File: src/design/lbfit_pkg.sv
// Shared types and default sizes for the letterbox fit pipeline.
package lbfit_pkg;

  localparam int DIM_BITS_DEF = 16;

  typedef enum logic [1:0] {
    FIT_FULL   = 2'b00,
    FIT_HEIGHT = 2'b01,
    FIT_WIDTH  = 2'b10
  } fit_mode_t;

endpackage

File: src/design/letterbox_fit_rect_core.sv
// Letterbox fit: largest centered rectangle inside a destination at the source aspect.
//
// Channel   Dir  Width (DIM_BITS=16)  Contents, lowest bits first
// s_axis    in   64                   src_width, src_height, dst_width, dst_height
// m_axis    out  64                   offset_x, offset_y, fit_width, fit_height, zero pad
//
// One item enters per cycle while the output is taken.
// The restoring divider resolves one quotient bit per stage.
// Every stage holds its own valid bit, so an empty stage is filled even while later
// stages wait, and a stalled stage keeps its item until the next stage takes it.
// Reset clears all valid bits; the data registers are not reset.
module letterbox_fit_rect_core
  import lbfit_pkg::*;
#(
  parameter int DIM_BITS = DIM_BITS_DEF
) (
  input  logic                                     clk,
  input  logic                                     rst,
  input  logic                                     s_tvalid,
  output logic                                     s_tready,
  // src_width, src_height, dst_width, dst_height
  input  logic [((4*DIM_BITS+7)/8)*8-1:0]          s_tdata,
  output logic                                     m_tvalid,
  input  logic                                     m_tready,
  // offset_x, offset_y, fit_width, fit_height, zero pad
  output logic [((4*DIM_BITS-2+7)/8)*8-1:0]        m_tdata
);

  localparam int D      = DIM_BITS;
  localparam int OUT_W  = ((4*DIM_BITS-2+7)/8)*8;
  localparam int PAD_W  = OUT_W - (4*DIM_BITS-2);

  // Input stage.
  logic             v0;
  logic [D-1:0]     sw0, sh0, dw0, dh0;
  // Product stage.
  logic             v1;
  logic [2*D-1:0]   src_cross1, dst_cross1;
  logic [D-1:0]     sw1, sh1, dw1, dh1;
  // Divider stages; index 0 holds the selected operands, index D the quotient.
  logic             dv     [0:D];
  logic [D-1:0]     d_rem  [0:D];
  logic [D-1:0]     d_low  [0:D];
  logic [D-1:0]     d_div  [0:D];
  fit_mode_t        d_mode [0:D];
  logic [D-1:0]     d_dw   [0:D];
  logic [D-1:0]     d_dh   [0:D];
  logic             dr     [0:D];
  // Output stage.
  logic             vo;
  logic [D-2:0]     off_x, off_y;
  logic [D-1:0]     fit_w, fit_h;
  logic [D-1:0]     dw_o, dh_o;

  logic             ro, r1, r0;

  assign ro       = !vo || m_tready;
  assign r1       = !v1 || dr[0];
  assign r0       = !v0 || r1;
  assign s_tready = r0;

  // Input register.
  always_ff @(posedge clk) begin
    if (rst) begin
      v0 <= 1'b0;
    end else if (r0) begin
      v0 <= s_tvalid;
    end
  end

  always_ff @(posedge clk) begin
    if (r0 && s_tvalid) begin
      sw0 <= s_tdata[D-1:0];
      sh0 <= s_tdata[2*D-1:D];
      dw0 <= s_tdata[3*D-1:2*D];
      dh0 <= s_tdata[4*D-1:3*D];
    end
  end

  // Cross products.
  always_ff @(posedge clk) begin
    if (rst) begin
      v1 <= 1'b0;
    end else if (r1) begin
      v1 <= v0;
    end
  end

  always_ff @(posedge clk) begin
    if (r1 && v0) begin
      src_cross1 <= (2*D)'(sw0) * (2*D)'(dh0);
      dst_cross1 <= (2*D)'(dw0) * (2*D)'(sh0);
      sw1        <= sw0;
      sh1        <= sh0;
      dw1        <= dw0;
      dh1        <= dh0;
    end
  end

  // Operand selection.
  logic [2*D-1:0] dividend_next;
  logic [D-1:0]   divisor_next;
  fit_mode_t      mode_next;

  always_comb begin
    if (src_cross1 > dst_cross1) begin
      mode_next     = FIT_HEIGHT;
      dividend_next = dst_cross1;
      divisor_next  = sw1;
    end else if (src_cross1 < dst_cross1) begin
      mode_next     = FIT_WIDTH;
      dividend_next = src_cross1;
      divisor_next  = sh1;
    end else begin
      mode_next     = FIT_FULL;
      dividend_next = '0;
      divisor_next  = sw1;
    end
  end

  assign dr[D] = !dv[D] || ro;

  always_ff @(posedge clk) begin
    if (rst) begin
      dv[0] <= 1'b0;
    end else if (dr[0]) begin
      dv[0] <= v1;
    end
  end

  always_ff @(posedge clk) begin
    if (dr[0] && v1) begin
      d_rem[0]  <= dividend_next[2*D-1:D];
      d_low[0]  <= dividend_next[D-1:0];
      d_div[0]  <= divisor_next;
      d_mode[0] <= mode_next;
      d_dw[0]   <= dw1;
      d_dh[0]   <= dh1;
    end
  end

  // Restoring division, one quotient bit per stage.
  for (genvar k = 1; k <= D; k++) begin : g_div
    logic [D:0] trial;
    logic [D:0] diff;
    logic       ge;

    assign dr[k-1] = !dv[k-1] || dr[k];
    assign trial   = {d_rem[k-1], d_low[k-1][D-1]};
    assign diff    = trial - {1'b0, d_div[k-1]};
    assign ge      = !diff[D];

    always_ff @(posedge clk) begin
      if (rst) begin
        dv[k] <= 1'b0;
      end else if (dr[k]) begin
        dv[k] <= dv[k-1];
      end
    end

    always_ff @(posedge clk) begin
      if (dr[k] && dv[k-1]) begin
        d_rem[k]  <= ge ? diff[D-1:0] : trial[D-1:0];
        d_low[k]  <= {d_low[k-1][D-2:0], ge};
        d_div[k]  <= d_div[k-1];
        d_mode[k] <= d_mode[k-1];
        d_dw[k]   <= d_dw[k-1];
        d_dh[k]   <= d_dh[k-1];
      end
    end
  end

  // Fitted extent and centering offsets.
  logic [D-1:0] fw_next, fh_next, left_w, left_h;

  always_comb begin
    fw_next = d_dw[D];
    fh_next = d_dh[D];
    if (d_mode[D] == FIT_WIDTH) begin
      fw_next = (d_low[D] > d_dw[D]) ? d_dw[D] : d_low[D];
    end
    if (d_mode[D] == FIT_HEIGHT) begin
      fh_next = (d_low[D] > d_dh[D]) ? d_dh[D] : d_low[D];
    end
    left_w = d_dw[D] - fw_next;
    left_h = d_dh[D] - fh_next;
  end

  always_ff @(posedge clk) begin
    if (rst) begin
      vo <= 1'b0;
    end else if (ro) begin
      vo <= dv[D];
    end
  end

  always_ff @(posedge clk) begin
    if (ro && dv[D]) begin
      off_x <= left_w[D-1:1];
      off_y <= left_h[D-1:1];
      fit_w <= fw_next;
      fit_h <= fh_next;
      dw_o  <= d_dw[D];
      dh_o  <= d_dh[D];
    end
  end

  assign m_tvalid = vo;
  if (PAD_W > 0) begin : g_pad
    assign m_tdata = {{PAD_W{1'b0}}, fit_h, fit_w, off_y, off_x};
  end else begin : g_nopad
    assign m_tdata = {fit_h, fit_w, off_y, off_x};
  end

  // The chosen divisor is never zero when a division is needed.
  a_div_nonzero: assert property (@(posedge clk) disable iff (rst)
    dv[0] && d_mode[0] != FIT_FULL |-> d_div[0] != '0)
    else $error("zero divisor selected");

  // The upper dividend half is below the divisor, so the quotient fits DIM_BITS.
  a_quot_fits: assert property (@(posedge clk) disable iff (rst)
    dv[0] && d_mode[0] != FIT_FULL |-> d_rem[0] < d_div[0])
    else $error("quotient overflows");

  // In width fit mode the quotient never exceeds the destination width it fits into.
  a_quot_bound: assert property (@(posedge clk) disable iff (rst)
    dv[D] && d_mode[D] == FIT_WIDTH |-> d_low[D] <= d_dw[D])
    else $error("fitted width beyond destination");

  // One axis always fills the destination.
  a_one_axis_full: assert property (@(posedge clk) disable iff (rst)
    vo |-> (fit_w == dw_o) || (fit_h == dh_o))
    else $error("no axis fills the destination");

endmodule

File: config.mk
export PLATFORM = sky130hd
export DESIGN_NAME = letterbox_fit_rect_core
export DESIGN_NICKNAME = d
export VERILOG_FILES = /design/src/design/lbfit_pkg.sv /design/src/design/letterbox_fit_rect_core.sv
export SDC_FILE = /design/constraint.sdc
export NUM_CORES = 2
export LEC_CHECK = 0
export BUFFER_PORTS_ARGS = -buffer_cell sky130_fd_sc_hd__buf_4
export CAP_MARGIN = 20
export CORE_MARGIN = 5
export CORE_UTILIZATION = 55
export DETAILED_ROUTE_END_ITERATION = 7
export MAX_ROUTING_LAYER = met4
export PLACE_DENSITY = 0.74
export SLEW_MARGIN = 20
export SYNTH_ARGS = -nofsm -noshare
export SYNTH_HDL_FRONTEND = slang
export SYNTH_SLANG_ARGS = --single-unit
export TNS_END_PERCENT = 50
File: constraint.sdc
create_clock -name clk -period 8.76 [get_ports clk]
set_input_delay 1.752 -clock clk [delete_from_list [all_inputs] [get_ports clk]]
set_output_delay 1.752 -clock clk [all_outputs]
set_load 0.005 [all_outputs]
==> key figures <==
Run status
  • Status: complete, no violations

Job
  • Max-cap violations: 0

Drt
  • Vias per cell: 5.38
  • Post-route ant nets: 0
  • DRT Wirelength: 151 mm
  • Drt drc: 0
  • Drt wl/cell: roughly 18 µm
  • Number of detailed-route iterations in the first pass: 5
  • DRT iter0 DRCs: ~2300
  • Vias: roughly 46000

Global routing
  • Largest net degree at the start of global routing: roughly 130
  • Initial antenna violation count: 0
  • Overall Global Routing Usage: just under 20%
  • First-pass GRT wire length: 250 mm
  • Vias in the first global route: ~49000
  • Total gr overflow: 0

Place
  • Gpl congestion: 0.899
  • Final HPWL DP: 109 mm
  • Buffers added on ports: 131
  • Placed Cells: about 8300
  • Area post-placement: around 89000 µm²

Synth
  • Sequential area share after synthesis: 57.3%
  • Mean post-synth cell area: 13.9 µm²
  • Most frequent cell after synthesis: edfxtp_1
  • Synth cell types: 77
  • Top cells by count, synth: 1633 x edfxtp_1, 926 x inv_1, 555 x ha_1
  • Synth Register Bits: approximately 1600
  • Synth area leaders: edfxtp_1 57%, fa_1 9.5%, ha_1 8.1%
  • Main synth FF type: edfxtp_1
  • Share of the synthesized area in the top cell type: between 50% and 60%
  • Synth area leader: edfxtp_1
  • Ys async rst share: 0%
  • EDFF count, synth: approximately 1600
  • Yosys Warn Count: 0
  • Syn Std Cell Area: between 80000 and 90000 µm²
  • Synth Instances: 6167

Timing
  • Clock Skew: 0.0527 ns
  • Slew headroom: 24.5%
  • Min Clock Period, post-route: roughly 7 ns
  • Post-route setup TNS: 0 ns
  • Final setup violation count: 0
  • Unrepaired setup endpoints after global routing: false
  • Final hold slack: approximately 0.39 ns
  • Slew Viols, Final: 0
  • Max frequency: 143 MHz
  • Hold Fails Final Rpt: 0
  • Period utilization: around four fifths
  • Worst-margin pin slew: between 1 and 1.5 ns

Critical path
  • CP Cell Sequence: nand2_1 -> fa_1 -> fa_1 -> fa_1 -> inv_1 -> fa_1 -> fa_1 -> inv_1 -> fa_1 -> inv_1 -> ha_1 -> and3_1 -> nand2_1 -> a2bb2oi_1 -> o2111ai_1 -> a2111oi_0 -> o21ai_0 -> nor2_1 -> o21ai_0 -> a21oi_1 -> xnor2_1
  • CP Launch Type: flop
  • Worst setup EP type: flop
  • Most frequent CP cell: fa_1
  • CP Max Fanout: 17
  • Data arrival, critical path: around 7.5 ns
  • Critical path class: reg2reg
  • Worst Path Required: slightly above 9 ns
  • Slowest CP cell: edfxtp_1
  • Worst path max stage delay: about 0.89 ns

CTS
  • Hold bufs inserted after CTS: 0
  • Post_cts resized: 0
  • Clock Latency Late Sink: a little under 0.8 ns
  • TritonCTS clock tree: built
  • H-tree Lvls: 4
  • Root buf cell: clkbuf_16
  • Max Root-Sink Buffers: 3
  • CTS clk-pin slew, worst paths: 0.07 ns
  • Post-CTS setup buffers: 0
  • Clk sink count: approximately 1600
  • Num CTS Buffers: between 150 and 200

Hold path
  • Worst min path class: reg2reg

Power and ir drop
  • Pwr Density: roughly 310 nW/µm²
  • Leakage: roughly 38 nW
  • Worst ir drop on vdd: between 0.0006 and 0.0007 V

Floorplan
  • Die ar.: 164000 µm²
  • Site Rows: roughly 140
  • Die height: roughly 400 µm
  • Die Width: between 400 and 500 µm
  • Core box area: about 150000 µm²
  • Initial core utilization: between 50% and 60%
  • I/O pin count: approximately 130

Final layout
  • Design Area, Final: 94500 µm²
  • Final cell count without fillers: 8589
  • Nets: ~7400
  • Antenna Cells: 0
  • Syn-to-layout area delta: 10.3%
  • # fillers: between 10000 and 15000
  • Fraction of layout cells with a size suffix above 1: about 11%
## layout make-up
cell class,instances,area (µm²),share of cell area (%)
Clock buffer,203,4360,4.61
Clock inverter,106,1020,1.08
Tap cell,2044,2560,2.71
Timing Repair Buffer,163,1250,1.32
Inverter,926,3480,3.68
Multi-Input combinational cell,3511,32800,34.7
Sequential cell,1636,49100,51.9
## layer usage
metal  part of all wire, %  track usage (%)  up-vias
met4                   3.9             7.20        0
met5                     0                -        -
met2                    53             35.2      967
met3                   4.2             3.01      349
li1                      -                -    22100
met1                    38             22.1    22700
## cells in the final DEF (no fill, tap or decap), types with 19 or more instances in the layout
| cell type | netlist | routed |
|---|---|---|
| and3_1 | 35 | 35 |
| nand2_1 | 406 | 406 |
| nor2b_1 | 76 | 69 |
| a21oi_1 | 206 | 205 |
| a211o_1 | 19 | 19 |
| nand2b_1 | 47 | 47 |
| nor3_1 | 53 | 53 |
| ha_1 | 555 | 555 |
| mux2_2 | 157 | 157 |
| nand3_1 | 61 | 61 |
| and2_1 | 274 | 270 |
| clkbuf_1 | 72 | 34 |
| inv_1 | 926 | 926 |
| mux2i_1 | 80 | 80 |
| fa_1 | 405 | 405 |
| a21o_1 | 96 | 96 |
| nor2_1 | 155 | 154 |
| o21ai_0 | 150 | 150 |
| clkinv_1 | 0 | 37 |
| buf_4 | 3 | 160 |
| edfxtp_1 | 1633 | 1633 |
| clkbuf_16 | 0 | 169 |
| clkinv_2 | 0 | 28 |
| a31oi_1 | 28 | 26 |
| or3_1 | 33 | 33 |
| o21a_1 | 40 | 37 |
| mux2_4 | 75 | 75 |
| xor2_1 | 89 | 89 |
| xnor2_1 | 156 | 156 |
| o31a_1 | 21 | 21 |
## metrics by stage
step | util (%) | total power, mW | setup WS, ns
finish | 61.2 | 29.0 | 1.75
CTS | 61.2 | 29.2 | 1.87
global placement | 57.7 | 22.0 | 1.97
global route | 61.2 | 31.2 | 1.35
detailed placement | 57.7 | 22.2 | 1.91
floorplan | - | 19.3 | -0.307
## worst paths after layout
| path | start | endpoint | slack, ns | cells past startpoint |
|---|---|---|---|---|
| max | dw0[13]$_DFFE_PP_ | dst_cross1[31]$_DFFE_PP_ | 1.75 | 21 |
| min | d_low[1][3]$_DFFE_PP_ | d_low[2][4]$_DFFE_PP_ | 0.39 | 0 |
| max reg2reg | dw0[13]$_DFFE_PP_ | dst_cross1[31]$_DFFE_PP_ | 1.75 | 21 |
| min reg2reg | d_low[1][3]$_DFFE_PP_ | d_low[2][4]$_DFFE_PP_ | 0.39 | 0 |
## cells by family after synthesis
group,share of synthesized area (%)
compound gates,6.09
xor+xnor,2.64
fa+ha+maj,17.6
buf+inv,4.68
flops,57.3
mux,4.40
other cells,0.00438
simple gates,7.32
## worst max-delay path, delay by kind of cell, from the launching register on
kind            cells  cell delay [ns]
compound gates      6             1.50
xor+xnor            1             0.09
fa+ha+maj           7             3.42
buf+inv             3             0.15
flops               1             0.89
simple gates        4             0.70
## sequential cells by signal, indices dropped and copies added, names as in the netlist, 15 cells and up
name / cells
d_dh: 272
d_dw: 272
d_low: 272
d_div: 256
d_rem: 256
d_mode: 34
dst_cross1: 32
src_cross1: 32
dv: 17
dh0: 16
dh1: 16
dw0: 16
dw1: 16
fit_h: 16
fit_w: 16
sh0: 16
sh1: 16
sw0: 16
sw1: 16
off_x: 15
off_y: 15
## power breakdown
part / switching, mW / total (mW) / internal (mW)
logic: 6.91 / 12.4 / 5.46
clock network: 2.96 / 6.86 / 3.91
registers: 0.293 / 9.74 / 9.44
total: 10.2 / 29.0 / 18.8
(Power assumes the default switching activity.)
